===== config.mk =====
export PLATFORM = sky130hd
export DESIGN_NAME = bank_switching_memory_mapper_unit
export DESIGN_NICKNAME = d
export VERILOG_FILES = /design/src/rtl/bsmm_pkg.sv /design/src/rtl/bsmm_ram.sv /design/src/rtl/bsmm_chr_bank.sv /design/src/rtl/bank_switching_memory_mapper_unit.sv
export SDC_FILE = /design/constraint.sdc
export NUM_CORES = 1
export LEC_CHECK = 0
export CAP_MARGIN = 40
export CORE_ASPECT_RATIO = 1.4
export CORE_MARGIN = 4
export CORE_UTILIZATION = 45
export DETAILED_ROUTE_END_ITERATION = 8
export DONT_BUFFER_PORTS = 1
export HOLD_SLACK_MARGIN = 0.05
export MAX_ROUTING_LAYER = met4
export PLACE_DENSITY = 0.7
export SLEW_MARGIN = 20
export SYNTH_ARGS = -nofsm -noshare
export SYNTH_HDL_FRONTEND = slang
export SYNTH_SLANG_ARGS = --single-unit

===== constraint.sdc =====
create_clock -name clk -period 9.6 [get_ports clk]
set_clock_uncertainty 0.1 [all_clocks]
set_input_delay 1.92 -clock clk [delete_from_list [all_inputs] [get_ports clk]]
set_output_delay 1.92 -clock clk [all_outputs]
set_load 0.01 [all_outputs]

===== src/rtl/bsmm_pkg.sv =====
// Shared types and constants of the bank switching memory mapper.
package bsmm_pkg;

  // Bus access kinds carried on the input tuser field.
  localparam logic [1:0] FUNC_CPU_READ  = 2'd0;
  localparam logic [1:0] FUNC_CPU_WRITE = 2'd1;
  localparam logic [1:0] FUNC_PPU_READ  = 2'd2;

  // Translation targets.
  localparam logic [1:0] TGT_NONE    = 2'd0;
  localparam logic [1:0] TGT_PRG_ROM = 2'd1;
  localparam logic [1:0] TGT_PRG_RAM = 2'd2;
  localparam logic [1:0] TGT_CHR_ROM = 2'd3;

  // Low register window: decode mask and addresses.
  localparam logic [15:0] LOW_REG_MASK = 16'hF803;
  localparam logic [15:0] REG_ZERO     = 16'h5000;
  localparam logic [15:0] REG_MUL_LO   = 16'h5800;
  localparam logic [15:0] REG_MUL_HI   = 16'h5801;
  localparam logic [15:0] REG_SCRATCH  = 16'h5803;

  // High register window: decode mask and addresses.
  localparam logic [15:0] HIGH_REG_MASK = 16'hF007;
  localparam logic [15:0] SEL4_MASK     = 16'hFFFC;
  localparam logic [15:0] SEL8_MASK     = 16'hFFF8;
  localparam logic [15:0] REG_PRG_BASE  = 16'h8000;
  localparam logic [15:0] REG_CHR_LO    = 16'h9000;
  localparam logic [15:0] REG_CHR_HI    = 16'hA000;
  localparam logic [15:0] REG_MODE      = 16'hD000;
  localparam logic [15:0] REG_MIRROR    = 16'hD001;
  localparam logic [15:0] REG_CHR_CTRL  = 16'hD003;

  // Fixed PRG banks, pre-shifted per mode (0x3C, 0x3E and 0x3F).
  localparam logic [6:0] PRG_FIX_32K = 7'h0F;
  localparam logic [6:0] PRG_FIX_16K = 7'h1F;
  localparam logic [6:0] PRG_FIX_8K  = 7'h3F;

  // CHR modes.
  localparam logic [1:0] CHR_MODE_8K = 2'd0;
  localparam logic [1:0] CHR_MODE_4K = 2'd1;
  localparam logic [1:0] CHR_MODE_2K = 2'd2;
  localparam logic [1:0] CHR_MODE_1K = 2'd3;

  localparam int BANK_W = 19;

  // Control captured with a PPU request for the CHR bank stage.
  typedef struct packed {
    logic [1:0] mode;
    logic       block_en;
    logic [2:0] block_num;
    logic       low_valid;
    logic       high_valid;
    logic [2:0] k;
  } chr_ctrl_t;

endpackage


===== src/rtl/bsmm_ram.sv =====
// Generic single-write, single-read synchronous RAM with registered read data.
module bsmm_ram #(
  parameter int WIDTH = 8,
  parameter int DEPTH = 8
) (
  input  logic                     clk,
  input  logic                     we,
  input  logic [$clog2(DEPTH)-1:0] waddr,
  input  logic [WIDTH-1:0]         wdata,
  input  logic                     re,
  input  logic [$clog2(DEPTH)-1:0] raddr,
  output logic [WIDTH-1:0]         rdata
);

  logic [WIDTH-1:0] mem [DEPTH];
  logic [WIDTH-1:0] rdata_r;

  // Write port and registered read port; read data holds while re is low.
  always_ff @(posedge clk) begin
    if (we) begin
      mem[waddr] <= wdata;
    end
    if (re) begin
      rdata_r <= mem[raddr];
    end
  end

  assign rdata = rdata_r;

endmodule


===== src/rtl/bsmm_chr_bank.sv =====
// CHR bank composition from the CHR register read data and captured mode bits.
module bsmm_chr_bank (
  input  bsmm_pkg::chr_ctrl_t          ctrl,
  input  logic [7:0]                   low_data,
  input  logic [7:0]                   high_data,
  output logic [bsmm_pkg::BANK_W-1:0]  bank
);

  logic [7:0]  low;
  logic [7:0]  high;
  logic [15:0] value;

  // Entries never written since reset read as zero.
  assign low  = ctrl.low_valid  ? low_data  : 8'd0;
  assign high = ctrl.high_valid ? high_data : 8'd0;

  // Register value: block mode replaces the upper bits with the block number.
  always_comb begin
    if (ctrl.block_en) begin
      case (ctrl.mode)
        bsmm_pkg::CHR_MODE_8K: value = {8'd0, ctrl.block_num, low[4:0]};
        bsmm_pkg::CHR_MODE_4K: value = {7'd0, ctrl.block_num, low[5:0]};
        bsmm_pkg::CHR_MODE_2K: value = {6'd0, ctrl.block_num, low[6:0]};
        default:               value = {5'd0, ctrl.block_num, low};
      endcase
    end else begin
      value = {high, low};
    end
  end

  // Scale to 1KB units and add the slot within the window.
  always_comb begin
    case (ctrl.mode)
      bsmm_pkg::CHR_MODE_8K: bank = {value, ctrl.k};
      bsmm_pkg::CHR_MODE_4K: bank = {1'b0, value, ctrl.k[1:0]};
      bsmm_pkg::CHR_MODE_2K: bank = {2'b0, value, ctrl.k[0]};
      default:               bank = {3'b0, value};
    endcase
  end

endmodule


===== src/rtl/bank_switching_memory_mapper_unit.sv =====
// Top level of the bank switching memory mapper.
//
// One bus access enters per request on the in_ stream: tuser carries the
// access kind (CPU read, CPU write or PPU read), tdata the address and the
// write byte. Each access gives exactly one result on the out_ stream: the
// mapper's own read byte and hit flag, the target kind, the bank, the offset,
// the PRG RAM write strobe and the current mirroring mode.
// Register writes take effect at acceptance, so the next access already sees
// them. The CHR bank registers live in two 8-entry RAMs read when the access
// is accepted; the bank is finished in the following cycle from that data.
// A result passes the RAM stage and then the output register. Throughput is one
// access per cycle while out_tready is high, set by one RAM read per access.
// Reset (rst_n low, synchronous) clears all mapper registers and the RAM
// valid bits, so never-written CHR registers read as zero; no clearing pass.
// When the receiver stalls, the result and the RAM stage hold, and one more
// access can still be taken into the RAM stage before in_tready falls.
module bank_switching_memory_mapper_unit (
  input  logic        clk,
  input  logic        rst_n,
  input  logic        in_tvalid,
  output logic        in_tready,
  input  logic [23:0] in_tdata,   // address[15:0], data_in[23:16]
  input  logic [1:0]  in_tuser,   // func[1:0]
  output logic        out_tvalid,
  input  logic        out_tready,
  output logic [47:0] out_tdata,  // read_data[7:0], bank[26:8], offset[39:27],
                                  // ram_write[40], mirroring[42:41], zero fill
  output logic [2:0]  out_tuser   // register_hit[0], target[2:1]
);

  localparam int BW = bsmm_pkg::BANK_W;

  // Input fields.
  logic [1:0]  func;
  logic [15:0] addr;
  logic [7:0]  din;
  assign func = in_tuser;
  assign addr = in_tdata[15:0];
  assign din  = in_tdata[23:16];

  // Mapper state.
  logic [6:0] prg_regs_r [4];
  logic [2:0] prg_mode_r;
  logic [1:0] chr_mode_r;
  logic       ram_en_r;
  logic       chr_mirror_r;
  logic       blk_en_r;
  logic [2:0] blk_num_r;
  logic [1:0] mirror_r;
  logic [7:0] mul0_r;
  logic [7:0] mul1_r;
  logic [7:0] scratch_r;
  logic [7:0] chr_lo_vld_r;
  logic [7:0] chr_hi_vld_r;

  // Pipeline control.
  logic s1_valid_r;
  logic out_valid_r;
  logic s1_adv;
  logic accept;

  assign s1_adv    = s1_valid_r && (!out_valid_r || out_tready);
  assign in_tready = !s1_valid_r || s1_adv;
  assign accept    = in_tvalid && in_tready;

  // Access decode.
  logic        is_rd;
  logic        is_wr;
  logic        is_ppu;
  logic [15:0] low_sel;
  logic [15:0] high_sel;
  logic        ram_win;
  assign is_rd    = (func == bsmm_pkg::FUNC_CPU_READ);
  assign is_wr    = (func == bsmm_pkg::FUNC_CPU_WRITE);
  assign is_ppu   = (func == bsmm_pkg::FUNC_PPU_READ);
  assign low_sel  = addr & bsmm_pkg::LOW_REG_MASK;
  assign high_sel = addr & bsmm_pkg::HIGH_REG_MASK;
  assign ram_win  = (addr[15:13] == 3'b011) && ram_en_r;

  // Register write strobes.
  logic wr_mul0, wr_mul1, wr_scratch, wr_prg, wr_chr_lo, wr_chr_hi;
  logic wr_mode, wr_mirror, wr_chr_ctrl;
  always_comb begin
    wr_mul0     = accept && is_wr && (low_sel == bsmm_pkg::REG_MUL_LO);
    wr_mul1     = accept && is_wr && (low_sel == bsmm_pkg::REG_MUL_HI);
    wr_scratch  = accept && is_wr && (low_sel == bsmm_pkg::REG_SCRATCH);
    wr_prg      = accept && is_wr &&
                  ((high_sel & bsmm_pkg::SEL4_MASK) == bsmm_pkg::REG_PRG_BASE);
    wr_chr_lo   = accept && is_wr &&
                  ((high_sel & bsmm_pkg::SEL8_MASK) == bsmm_pkg::REG_CHR_LO);
    wr_chr_hi   = accept && is_wr &&
                  ((high_sel & bsmm_pkg::SEL8_MASK) == bsmm_pkg::REG_CHR_HI);
    wr_mode     = accept && is_wr && (high_sel == bsmm_pkg::REG_MODE);
    wr_mirror   = accept && is_wr && (high_sel == bsmm_pkg::REG_MIRROR);
    wr_chr_ctrl = accept && is_wr && (high_sel == bsmm_pkg::REG_CHR_CTRL);
  end

  // Multiplier product for the register read window.
  logic [15:0] prod;
  assign prod = mul0_r * mul1_r;

  // PRG bank selection in 8KB units.
  logic [1:0] slot;
  logic       use3;
  logic [8:0] prg_bank;
  assign slot = addr[14:13];
  assign use3 = prg_mode_r[2];
  always_comb begin
    case (prg_mode_r[1:0])
      2'd0: prg_bank = {(use3 ? prg_regs_r[3] : bsmm_pkg::PRG_FIX_32K), slot};
      2'd1: begin
        if (!slot[1]) begin
          prg_bank = {1'b0, prg_regs_r[1], slot[0]};
        end else begin
          prg_bank = {1'b0, (use3 ? prg_regs_r[3] : bsmm_pkg::PRG_FIX_16K), slot[0]};
        end
      end
      default: begin
        if (slot != 2'd3) begin
          prg_bank = {2'b0, prg_regs_r[slot]};
        end else begin
          prg_bank = {2'b0, (use3 ? prg_regs_r[3] : bsmm_pkg::PRG_FIX_8K)};
        end
      end
    endcase
  end

  // CHR register index for a PPU read, with the mirroring fold of the 2KB and 1KB modes.
  logic [2:0] chr_k;
  logic [2:0] chr_base;
  logic [2:0] chr_idx;
  assign chr_k = addr[12:10];
  always_comb begin
    case (chr_mode_r)
      bsmm_pkg::CHR_MODE_8K: chr_base = 3'd0;
      bsmm_pkg::CHR_MODE_4K: chr_base = {chr_k[2], 2'b00};
      bsmm_pkg::CHR_MODE_2K: chr_base = {chr_k[2:1], 1'b0};
      default:               chr_base = chr_k;
    endcase
    chr_idx = chr_base;
    if (chr_mode_r[1] && chr_mirror_r && (chr_base[2:1] == 2'b01)) begin
      chr_idx[1] = 1'b0;
    end
  end

  // Result fields known at acceptance.
  logic [7:0]  rd_nxt;
  logic        hit_nxt;
  logic [1:0]  tgt_nxt;
  logic [8:0]  pbank_nxt;
  logic [12:0] off_nxt;
  logic        rw_nxt;
  logic [1:0]  mirror_nxt;
  always_comb begin
    rd_nxt    = 8'd0;
    hit_nxt   = 1'b0;
    tgt_nxt   = bsmm_pkg::TGT_NONE;
    pbank_nxt = 9'd0;
    off_nxt   = 13'd0;
    rw_nxt    = 1'b0;
    if (is_rd) begin
      if (!addr[15]) begin
        case (low_sel)
          bsmm_pkg::REG_ZERO:    hit_nxt = 1'b1;
          bsmm_pkg::REG_MUL_LO:  begin rd_nxt = prod[7:0];  hit_nxt = 1'b1; end
          bsmm_pkg::REG_MUL_HI:  begin rd_nxt = prod[15:8]; hit_nxt = 1'b1; end
          bsmm_pkg::REG_SCRATCH: begin rd_nxt = scratch_r;  hit_nxt = 1'b1; end
          default: begin
            if (ram_win) begin
              tgt_nxt = bsmm_pkg::TGT_PRG_RAM;
              off_nxt = addr[12:0];
            end
          end
        endcase
      end else begin
        tgt_nxt   = bsmm_pkg::TGT_PRG_ROM;
        pbank_nxt = prg_bank;
        off_nxt   = addr[12:0];
      end
    end else if (is_wr) begin
      if (ram_win) begin
        tgt_nxt = bsmm_pkg::TGT_PRG_RAM;
        off_nxt = addr[12:0];
        rw_nxt  = 1'b1;
      end
    end else if (is_ppu) begin
      tgt_nxt = bsmm_pkg::TGT_CHR_ROM;
      off_nxt = {3'b000, addr[9:0]};
    end
    mirror_nxt = wr_mirror ? din[1:0] : mirror_r;
  end

  // Mapper register updates at acceptance.
  always_ff @(posedge clk) begin
    if (!rst_n) begin
      for (int i = 0; i < 4; i++) begin
        prg_regs_r[i] <= 7'd0;
      end
      prg_mode_r   <= 3'd0;
      chr_mode_r   <= 2'd0;
      ram_en_r     <= 1'b0;
      chr_mirror_r <= 1'b0;
      blk_en_r     <= 1'b0;
      blk_num_r    <= 3'd0;
      mirror_r     <= 2'd0;
      mul0_r       <= 8'd0;
      mul1_r       <= 8'd0;
      scratch_r    <= 8'd0;
      chr_lo_vld_r <= 8'd0;
      chr_hi_vld_r <= 8'd0;
    end else begin
      if (wr_mul0)    mul0_r    <= din;
      if (wr_mul1)    mul1_r    <= din;
      if (wr_scratch) scratch_r <= din;
      if (wr_prg)     prg_regs_r[addr[1:0]] <= din[6:0];
      if (wr_chr_lo)  chr_lo_vld_r[addr[2:0]] <= 1'b1;
      if (wr_chr_hi)  chr_hi_vld_r[addr[2:0]] <= 1'b1;
      if (wr_mode) begin
        prg_mode_r <= din[2:0];
        chr_mode_r <= din[4:3];
        ram_en_r   <= din[7];
      end
      mirror_r <= mirror_nxt;
      if (wr_chr_ctrl) begin
        chr_mirror_r <= din[7];
        blk_en_r     <= !din[5];
        blk_num_r    <= {din[4:3], din[0]};
      end
    end
  end

  // CHR low and high register memories.
  logic [7:0] chr_lo_rdata;
  logic [7:0] chr_hi_rdata;

  bsmm_ram #(
    .WIDTH (8),
    .DEPTH (8)
  ) u_chr_lo_ram (
    .clk   (clk),
    .we    (wr_chr_lo),
    .waddr (addr[2:0]),
    .wdata (din),
    .re    (accept),
    .raddr (chr_idx),
    .rdata (chr_lo_rdata)
  );

  bsmm_ram #(
    .WIDTH (8),
    .DEPTH (8)
  ) u_chr_hi_ram (
    .clk   (clk),
    .we    (wr_chr_hi),
    .waddr (addr[2:0]),
    .wdata (din),
    .re    (accept),
    .raddr (chr_idx),
    .rdata (chr_hi_rdata)
  );

  // RAM stage: request fields wait here for the CHR read data.
  logic                s1_hit_r;
  logic [7:0]          s1_rd_r;
  logic [1:0]          s1_tgt_r;
  logic [8:0]          s1_pbank_r;
  logic [12:0]         s1_off_r;
  logic                s1_rw_r;
  logic [1:0]          s1_mirror_r;
  bsmm_pkg::chr_ctrl_t s1_chr_r;
  bsmm_pkg::chr_ctrl_t chr_ctrl_nxt;

  always_comb begin
    chr_ctrl_nxt.mode       = chr_mode_r;
    chr_ctrl_nxt.block_en   = blk_en_r;
    chr_ctrl_nxt.block_num  = blk_num_r;
    chr_ctrl_nxt.low_valid  = chr_lo_vld_r[chr_idx];
    chr_ctrl_nxt.high_valid = chr_hi_vld_r[chr_idx];
    chr_ctrl_nxt.k          = chr_k;
  end

  always_ff @(posedge clk) begin
    if (!rst_n) begin
      s1_valid_r <= 1'b0;
    end else if (accept) begin
      s1_valid_r <= 1'b1;
    end else if (s1_adv) begin
      s1_valid_r <= 1'b0;
    end
    if (accept) begin
      s1_rd_r     <= rd_nxt;
      s1_hit_r    <= hit_nxt;
      s1_tgt_r    <= tgt_nxt;
      s1_pbank_r  <= pbank_nxt;
      s1_off_r    <= off_nxt;
      s1_rw_r     <= rw_nxt;
      s1_mirror_r <= mirror_nxt;
      s1_chr_r    <= chr_ctrl_nxt;
    end
  end

  // CHR bank from the register read data.
  logic [BW-1:0] chr_bank;
  logic [BW-1:0] bank_fin;

  bsmm_chr_bank u_chr_bank (
    .ctrl      (s1_chr_r),
    .low_data  (chr_lo_rdata),
    .high_data (chr_hi_rdata),
    .bank      (chr_bank)
  );

  assign bank_fin = (s1_tgt_r == bsmm_pkg::TGT_CHR_ROM) ? chr_bank
                                                       : {10'd0, s1_pbank_r};

  // Output register.
  logic [47:0] out_tdata_r;
  logic [2:0]  out_tuser_r;

  always_ff @(posedge clk) begin
    if (!rst_n) begin
      out_valid_r <= 1'b0;
    end else if (s1_adv) begin
      out_valid_r <= 1'b1;
    end else if (out_tready) begin
      out_valid_r <= 1'b0;
    end
    if (s1_adv) begin
      out_tdata_r <= {5'd0, s1_mirror_r, s1_rw_r, s1_off_r, bank_fin, s1_rd_r};
      out_tuser_r <= {s1_tgt_r, s1_hit_r};
    end
  end

  assign out_tvalid = out_valid_r;
  assign out_tdata  = out_tdata_r;
  assign out_tuser  = out_tuser_r;

endmodule

==> run_results.csv, run 1 <==
group,metric,value,unit
critical_path,worst_ep_arrival_time,4.58,ns
clock_network,cts_resized,0,
floorplan,start_util,0.456,
timing,max_freq,228,MHz
global_route,grt_pass1_wl,49600,um
placement,dpl-instance-area,15700,um2
drt,drc,0,
drt,topRoutingLayerUsed,"met4",
clock_network,hold_buffers,0,
critical_path,startpoint,"mul0_r[6]$_SDFFE_PN0P_",
critical_path,crit_type,"register to register",
synthesis,synth.top_cell.area_share,0.523,
cells_and_area,final_cell_area,16700,um2
drt,dr.pass1.iters,6,
timing,finalSetupViolCount,0,
pwr,powerDensity,167,nW/um2
drt,vias,8585,
clock_network,clk_pin_slew_worst_paths,0.07,ns
drt,wl_met2,16000,um
clock_network,cts-htree-levels,1,
floorplan,rows,79,
timing,hold_viol,0,
pwr,p_leak,6.09,nW
global_route,grt_overflow_total,0,
worst_hold_path,min_path_type,"register to register",
clock_network,tritoncts,"yes",
clock_network,cts_sinks,320,
timing,relSlewSlack,0.480,
clock_network,cts_made_buffers,30,
pwr,ir_drop,0.129,mV
timing,period_minus_slack,4.38,ns
synthesis,syn-cell-area,15200,um2
drt,initialDrtViolationCount,595,
cells_and_area,multi_input_area,5720,um2
critical_path,end_kind,"register",
clock_network,clk_latency,0.57,ns
timing,setup_tns,0,ns
pwr,power,2.80,mW
critical_path,worstReg2RegEnd,"s1_rd_r[6]$_SDFFCE_PP0P_",
synthesis,yosys.area.top_type,"edfxtp_1",
worst_hold_path,min_to,"out_tdata[29]$_DFFE_PP_",
drt,routed_wl,31100,um
clock_network,clockBufferDepth,3,
placement,numPortBuffers,0,
floorplan,io_pins,83,
cells_and_area,regArea,9060,um2
cells_and_area,areaGrowthSynthToFinish,10.2,%
floorplan,dieArea,36800,um2
outcome,status,"finished clean",
drt,ant_nets,0,
synthesis,seq_area_frac_synth,0.596,
critical_path,cp_common_cell,"fa_1",
clock_network,post_cts_buffers,0,
timing,fin_ws,5.22,ns
timing,fin_hold_ws,0.317,ns
synthesis,dominantRegCellSynth,"edfxtp_1",
critical_path,crit_slowest_cell,"fa_1",
worst_hold_path,hold_start,"s1_off_r[2]$_DFFE_PP_",
floorplan,die_h,225,um
global_route,grt_pass1_vias,8671,
placement,post-place-cells,1501,
critical_path,cp_slowest_stage_delay,0.50,ns
global_route,grt_antenna_before_repair,0,
cells_and_area,drive_gt1_frac,0.127,
placement,gp_congestion,0.945,
floorplan,core,33300,um2
critical_path,reg2reg_from,"mul0_r[6]$_SDFFE_PN0P_",
cells_and_area,fin_util,0.503,
critical_path,r2r_cells,13,
cells_and_area,nets,1201,
drt,wl_met1,12500,um
cells_and_area,fin_cells,1568,
timing,min_period_over_period,0.456,
critical_path,path_max_fanout,9,
placement,dp_hpwl,21100,um
cells_and_area,fillCellCount,2793,
critical_path,required,9.81,ns
synthesis,synth.distinct_cells,65,
timing,worst_slew_pin_slew,0.777,ns
job,maxCapViolCount,0,
global_route,grt_max_degree,64,
timing,rsz0062_at_grt,"false",
critical_path,crit_path_start_kind,"register",
synthesis,synth_edf_count,265,
critical_path,regToRegSetupSlack,5.22,ns
critical_path,path_cells,"and2_1 -> fa_1 -> fa_1 -> fa_1 -> inv_1 -> fa_1 -> inv_1 -> ha_1 -> a21oi_1 -> o221ai_1 -> a21oi_1 -> mux2i_1 -> o211ai_1",
synthesis,synth_seq_cells,320,
placement,pre_cts_ws,5.24,ns
timing,final-max-slew-violation-count,0,
synthesis,netlist_instances,1087,
drt,viasPerCell,5.48,
synthesis,syn_avg_cell_area,14.0,um2
synthesis,synthTopCellsByArea,"edfxtp_1 52%, dfxtp_1 7.2%, mux4_2 5.6%, fa_1 4.7%, and2_1 4.0%",
synthesis,synthArstFlopShare,0,
clock_network,cts_root_buf,"clkbuf_16",
synthesis,yosys-top-cells-count,"265 x edfxtp_1, 96 x and2_1, 57 x inv_1",
worst_hold_path,hold_path_depth,0,
synthesis,synth.most_common_cell,"edfxtp_1",
drt,wl_met3,1800,um
drt,wl_per_cell,19.9,um
floorplan,die_x,163,um
global_route,grtUsageTotal,0.177,
synthesis,ys_warn_count,0,
[flip-flops by register name (all words and copies together), names as in the netlist, 9 cells and up]
register          cells
out_tdata            43
prg_regs_r           28
s1_chr_r             11
s1_off_r             13
s1_pbank_r            9
u_chr_hi_ram.mem     64
u_chr_lo_ram.mem     64
[worst max path at each step]
| stage | to | slack [ns] |
|---|---|---|
| detailed placement | s1_rd_r[6]$_SDFFCE_PP0P_ | 5.24 |
| floorplan | s1_chr_r[0]$_DFFE_PP_ | 3.93 |
| finish | s1_rd_r[6]$_SDFFCE_PP0P_ | 5.22 |
| global route | s1_rd_r[6]$_SDFFCE_PP0P_ | 4.96 |
| CTS | s1_rd_r[6]$_SDFFCE_PP0P_ | 5.22 |
| global placement | in_tready | 5.25 |
[critical path, delay by kind of cell (launching register included)]
kind,cells,cell delay [ns]
buffers and inverters,2,0.09
DFF,1,0.47
muxes,1,0.20
AOI/OAI and AO/OA,4,0.81
adders and majority gates,5,2.23
and+or+nand+nor,1,0.20
[placed cells by master, fill, tap and decap left out, types with 31 or more instances in the layout]
cell / netlist / final
a21oi_1: 37 / 36
and2_1: 96 / 96
clkbuf_16: 0 / 31
dfxtp_1: 55 / 55
edfxtp_1: 265 / 265
fa_1: 36 / 36
ha_1: 36 / 36
inv_1: 57 / 57
mux2i_1: 48 / 48
mux4_2: 38 / 38
nand2_1: 52 / 52
nor2_1: 49 / 49
nor2b_1: 53 / 52
[logic make-up after synthesis]
group                    share of synthesized area
other                                     0.000247
adder cells (fa/ha/maj)                     0.0770
flip-flops                                   0.596
AO/OA/AOI/OAI                               0.0681
multiplexers                                 0.106
AND/OR/NAND/NOR                              0.119
XOR/XNOR                                   0.00288
buffers and inverters                       0.0312
[power breakdown]
group | switching [mW] | internal [mW]
clock network | 0.493 | 0.697
registers | 0.0185 | 1.53
logic | 0.0407 | 0.0234
total | 0.552 | 2.25
[metal layers]
metal	vias to the layer above	track usage
li1	4024	-
met1	4261	0.219
met2	244	0.301
met3	56	0.0309
met4	0	0.0501
met5	-	-
[area by class of cell]
type	count	share of cell area
Antenna cell	1	0.000149
Clock buffer	40	0.0483
Clock inverter	15	0.0105
Inverter	58	0.0130
Multi-Input combinational cell	665	0.341
Sequential cell	320	0.541
Tap cell	445	0.0332
Timing Repair Buffer	24	0.0125
Note: power is estimated with default switching activity, not from simulation.
==> run 2: changes to the inputs <==
==> constraint.sdc (replaced) <==
create_clock -name clk -period 4.1 [get_ports clk]
set_clock_uncertainty 0.1 [all_clocks]
set_input_delay 0.82 -clock clk [delete_from_list [all_inputs] [get_ports clk]]
set_output_delay 0.82 -clock clk [all_outputs]
set_load 0.01 [all_outputs]
==> run 2 against run 1 <==
- clock-buffer cell count decreased by 3
- final cell count rose by 2.0%
- die area is the same
- combinational power is 140% higher
- first-iteration DRC count is 10% higher
- worst hold slack lost 0.060 ns
- non-clock buffer count grew 33
- sequential share of layout area down 0.99 points
- utilization increased by 1.0 points
- cell area increased by 2.1%
==> run_results.csv, run 2 (synthesized netlist as in run 1, its figures left out) <==
group,metric,value,unit
outcome,status,"finished clean",
floorplan,die_h,225,um
clock_network,clk_latency,0.55,ns
drt,dr.pass1.iters,5,
drt,ant_nets,0,
timing,rsz0062_at_grt,"true",
global_route,grt_antenna_before_repair,0,
global_route,grtUsageTotal,0.179,
pwr,ir_drop,0.277,mV
placement,dpl-instance-area,15900,um2
drt,routed_wl,32000,um
cells_and_area,drive_gt1_frac,0.188,
critical_path,crit_buf_inv,3,
cells_and_area,fin_cells,1599,
cells_and_area,layout_commonest_cell,"edfxtp_1",
cells_and_area,areaGrowthSynthToFinish,12.5,%
placement,numPortBuffers,0,
global_route,grt_pass1_vias,8815,
critical_path,path_max_fanout,7,
placement,post-place-cells,1534,
clock_network,clockBufferDepth,3,
floorplan,start_util,0.456,
critical_path,cp_top_family,"adder cells",
cells_and_area,final_cell_mix,"265 x edfxtp_1, 95 x and2_1, 55 x inv_1, 52 x nor2b_1, 51 x buf_4",
pwr,power,6.39,mW
timing,relSlewSlack,0.455,
critical_path,required,4.43,ns
clock_network,tritoncts,"yes",
clock_network,cts_sinks,320,
cells_and_area,fin_util,0.513,
cells_and_area,fillCellCount,2766,
clock_network,cts_root_buf,"clkbuf_16",
cells_and_area,nets,1233,
critical_path,crit_path_start_kind,"register",
drt,initialDrtViolationCount,656,
clock_network,hold_buffers,0,
global_route,grt_max_degree,62,
timing,finalSetupViolCount,0,
cells_and_area,num_antenna_cells,0,
global_route,grt_overflow_total,0,
floorplan,dieArea,36800,um2
critical_path,crit_type,"register to register",
floorplan,die_x,163,um
critical_path,end_kind,"register",
placement,pre_cts_ws,-0.0871,ns
critical_path,cp_slowest_stage_delay,0.57,ns
floorplan,io_pins,83,
timing,period_minus_slack,4.06,ns
timing,hold_viol,0,
timing,fin_hold_ws,0.257,ns
worst_hold_path,min_path_type,"input pin to register",
placement,gp_congestion,0.894,
drt,drc,0,
global_route,grt_pass1_wl,49900,um
timing,final-max-slew-violation-count,0,
drt,wl_per_cell,20.0,um
critical_path,path_cells,"and2_4 -> fa_1 -> fa_1 -> fa_1 -> inv_1 -> fa_1 -> inv_2 -> ha_4 -> buf_6 -> nand2_1 -> o21ai_1 -> o2111ai_2 -> or3_1 -> nand3_1",
placement,dp_hpwl,22100,um
pwr,p_leak,6.24,nW
drt,vias,8767,
critical_path,crit_slowest_cell,"fa_1",
timing,min_period_over_period,0.991,
job,maxCapViolCount,0,
timing,worst_slew_pin_slew,0.814,ns
drt,viasPerCell,5.48,
critical_path,regToRegSetupSlack,0.04,ns
timing,fin_ws,0.0360,ns
cells_and_area,final_cell_area,17100,um2
floorplan,rows,79,
critical_path,worst_ep_arrival_time,4.39,ns
clock_network,cts-htree-levels,1,
clock_network,cts_made_buffers,29,
pwr,powerDensity,374,nW/um2
floorplan,core,33300,um2
timing,setup_tns,0,ns
timing,max_freq,246,MHz
critical_path,cp_common_cell,"fa_1",
clock_network,clk_pin_slew_worst_paths,0.07,ns
[run 2: timing repair]
item,in CTS,in global routing
pin swaps,5,15
gates resized for setup,14,30
buffers inserted,2,1
endpoints found under the setup margin,7,8
[run 2: area by class of cell]
cell class	instances	area (um2)	share of cell area
inverter	58	218	0.0127
timing repair buffer	57	479	0.0280
clock buffer	37	806	0.0471
sequential	320	9080	0.531
multi-input combinational	665	5840	0.341
clock inverter	17	121	0.00710
tap	445	557	0.0326
[run 2: layer usage]
metal	wire, um	global-route usage
met2	17000	0.319
met4	802	0.0485
met5	0	-
met1	12400	0.211
met3	1810	0.0285
[run 2: power breakdown]
part,switching [mW],leakage [nW],total [mW],internal (mW)
Clock,1.15,0.459,2.61,1.46
Sequential,0.0447,2.96,3.63,3.58
Combinational,0.0944,2.82,0.154,0.0593
[run 2: worst reg2reg max path, stage by stage (launching register included)]
cell and delay, ns:
dfxtp_4 0.36, and2_4 0.16, fa_1 0.57, fa_1 0.44, fa_1 0.49, inv_1 0.05, fa_1 0.49, inv_2 0.05
ha_4 0.27, buf_6 0.09, nand2_1 0.06, o21ai_1 0.22, o2111ai_2 0.17, or3_1 0.34, nand3_1 0.09
[run 2: worst paths after layout]
path / cells past startpoint / endpoint / startpoint
max: 14 / s1_rd_r[4]$_SDFFCE_PP0P_ / mul0_r[4]$_SDFFE_PN0P_
max reg2reg: 14 / s1_rd_r[4]$_SDFFCE_PP0P_ / mul0_r[4]$_SDFFE_PN0P_
min reg2reg: 0 / out_tdata[36]$_DFFE_PP_ / s1_off_r[9]$_DFFE_PP_
min: 0 / s1_chr_r[2]$_DFFE_PP_ / in_tdata[12]
==> run 3: changes to the inputs <==
--- a/config.mk
+++ b/config.mk
@@ -9,6 +9,7 @@
 export CORE_ASPECT_RATIO = 1.4
 export CORE_MARGIN = 4
 export CORE_UTILIZATION = 45
+export CTS_CLUSTER_SIZE = 14
 export DETAILED_ROUTE_END_ITERATION = 8
 export DONT_BUFFER_PORTS = 1
 export HOLD_SLACK_MARGIN = 0.05
==> constraint.sdc (replaced) <==
create_clock -name clk -period 4.9 [get_ports clk]
set_clock_uncertainty 0.1 [all_clocks]
set_input_delay 0.98 -clock clk [delete_from_list [all_inputs] [get_ports clk]]
set_output_delay 0.98 -clock clk [all_outputs]
set_load 0.01 [all_outputs]
==> run 3 against run 2 <==
- first-iteration DRC count decreased by 8.5%
- fmax decreased by 7.7%
- sequential share of layout area increased by 0.65 points
- critical path type unchanged
- cell area decreased by 1.4%
- sequential cell count unchanged
- global-route usage decreased by 0.55 points
- die area unchanged
- final cell count decreased by 1.6%
- register-to-register slack improved by 0.46 ns
- worst hold slack improved by 0.055 ns
==> run_results.csv, run 3 (synthesized netlist as in run 1, its figures left out) <==
group,metric,value,unit
cells_and_area,num_antenna_cells,0,
cells_and_area,layout_commonest_cell,"edfxtp_1",
cells_and_area,nets,1206,
job,maxCapViolCount,0,
clock_network,hold_buffers,0,
global_route,grt_antenna_before_repair,0,
timing,rsz0062_at_grt,"false",
pwr,ir_drop,0.223,mV
cells_and_area,fillCellCount,2784,
clock_network,post_cts_buffers,0,
clock_network,cts_root_buf,"clkbuf_16",
critical_path,cp_slowest_stage_delay,0.50,ns
drt,wl_met2,16000,um
floorplan,rows,79,
timing,max_freq,227,MHz
timing,finalSetupViolCount,0,
global_route,grtUsageTotal,0.174,
floorplan,core,33300,um2
floorplan,die_h,225,um
timing,setup_tns,0,ns
timing,min_period_over_period,0.898,
floorplan,die_x,163,um
critical_path,cp_top_family,"adder cells",
timing,final-max-slew-violation-count,0,
clock_network,clockBufferDepth,3,
clock_network,clk_latency,0.57,ns
floorplan,start_util,0.456,
critical_path,crit_slowest_cell,"fa_1",
drt,drc,0,
critical_path,crit_type,"register to register",
cells_and_area,final_cell_mix,"265 x edfxtp_1, 96 x and2_1, 57 x inv_1, 55 x dfxtp_1",
critical_path,path_cells,"and2_1 -> fa_1 -> fa_1 -> fa_1 -> inv_1 -> fa_1 -> inv_1 -> ha_1 -> a21oi_1 -> o221ai_1 -> a21oi_1 -> mux2i_1 -> o211ai_1",
placement,numPortBuffers,0,
placement,dp_hpwl,21400,um
drt,wl_per_cell,19.5,um
drt,ant_nets,0,
timing,fin_hold_ws,0.311,ns
global_route,grt_pass1_vias,8678,
clock_network,clk_pin_slew_worst_paths,0.06,ns
drt,wl_met3,1600,um
critical_path,end_kind,"register",
floorplan,dieArea,36800,um2
timing,hold_viol,0,
outcome,status,"finished clean",
placement,gp_congestion,0.943,
critical_path,cp_common_cell,"fa_1",
drt,vias,8519,
clock_network,tritoncts,"yes",
global_route,grt_pass1_wl,48900,um
critical_path,worst_ep_arrival_time,4.60,ns
critical_path,path_max_fanout,9,
worst_hold_path,min_path_type,"register to register",
cells_and_area,regArea,9060,um2
drt,topRoutingLayerUsed,"met4",
timing,relSlewSlack,0.557,
drt,viasPerCell,5.42,
pwr,power,5.58,mW
timing,period_minus_slack,4.40,ns
critical_path,required,5.09,ns
clock_network,cts_made_buffers,31,
pwr,powerDensity,331,nW/um2
cells_and_area,fin_cells,1573,
cells_and_area,drive_gt1_frac,0.134,
drt,initialDrtViolationCount,600,
critical_path,crit_buf_inv,2,
global_route,grt_overflow_total,0,
pwr,p_leak,6.15,nW
drt,wl_met1,12300,um
critical_path,crit_path_start_kind,"register",
cells_and_area,areaGrowthSynthToFinish,10.9,%
drt,dr.pass1.iters,5,
drt,routed_wl,30700,um
floorplan,io_pins,83,
cells_and_area,multi_input_area,5720,um2
clock_network,cts_sinks,320,
global_route,grt_max_degree,62,
placement,post-place-cells,1511,
timing,worst_slew_pin_slew,0.660,ns
clock_network,cts_resized,0,
clock_network,cts-htree-levels,1,
## run 3: per-layer routing
| layer | vias up | global-route usage |
|---|---|---|
| li1 | 4032 | - |
| met3 | 54 | 0.0269 |
| met2 | 222 | 0.301 |
| met5 | - | - |
| met4 | 0 | 0.0495 |
| met1 | 4211 | 0.212 |
## run 3: report_power, final
part / internal [mW] / switching (mW) / leakage, nW / total [mW]
Clock: 1.45 / 0.971 / 0.507 / 2.42
Sequential: 3.00 / 0.0348 / 2.96 / 3.03
Combinational: 0.0459 / 0.0783 / 2.69 / 0.124
Total: 4.50 / 1.08 / 6.15 / 5.58
## run 3: worst reg2reg max path, stage by stage (launching register included)
cell	delay (ns)
dfxtp_1	0.49
and2_1	0.21
fa_1	0.44
fa_1	0.50
fa_1	0.49
inv_1	0.05
fa_1	0.47
inv_1	0.04
ha_1	0.33
a21oi_1	0.32
o221ai_1	0.20
a21oi_1	0.19
mux2i_1	0.20
o211ai_1	0.10
## run 3: stage by stage
stage          instance area [um2]  utilization  setup slack, ns
2_1_floorplan                15200            -            0.170
3_3_place_gp                 15600        0.468            0.651
3_5_place_dp                 15800        0.473            0.539
4_1_cts                      16800        0.504            0.528
5_1_grt                      16900        0.506            0.285
6_report                     16900        0.506            0.499
## run 3: worst paths after layout
| path | start | endpoint | slack [ns] | cells after the start |
|---|---|---|---|---|
| worst max register to register | mul1_r[3]$_SDFFE_PN0P_ | s1_rd_r[6]$_SDFFCE_PP0P_ | 0.50 | 13 |
| worst min register to register | s1_rd_r[5]$_SDFFCE_PP0P_ | out_tdata[5]$_DFFE_PP_ | 0.31 | 0 |
| worst min-delay path | s1_rd_r[5]$_SDFFCE_PP0P_ | out_tdata[5]$_DFFE_PP_ | 0.31 | 0 |
| worst max-delay path | mul1_r[3]$_SDFFE_PN0P_ | s1_rd_r[6]$_SDFFCE_PP0P_ | 0.50 | 13 |
## run 3: layout make-up
type / count / share of cell area
timing repair buffer: 28 / 0.0154
tap: 445 / 0.0330
sequential: 320 / 0.537
multi-input combinational: 665 / 0.339
clock inverter: 11 / 0.00958
clock buffer: 46 / 0.0523
inverter: 58 / 0.0129
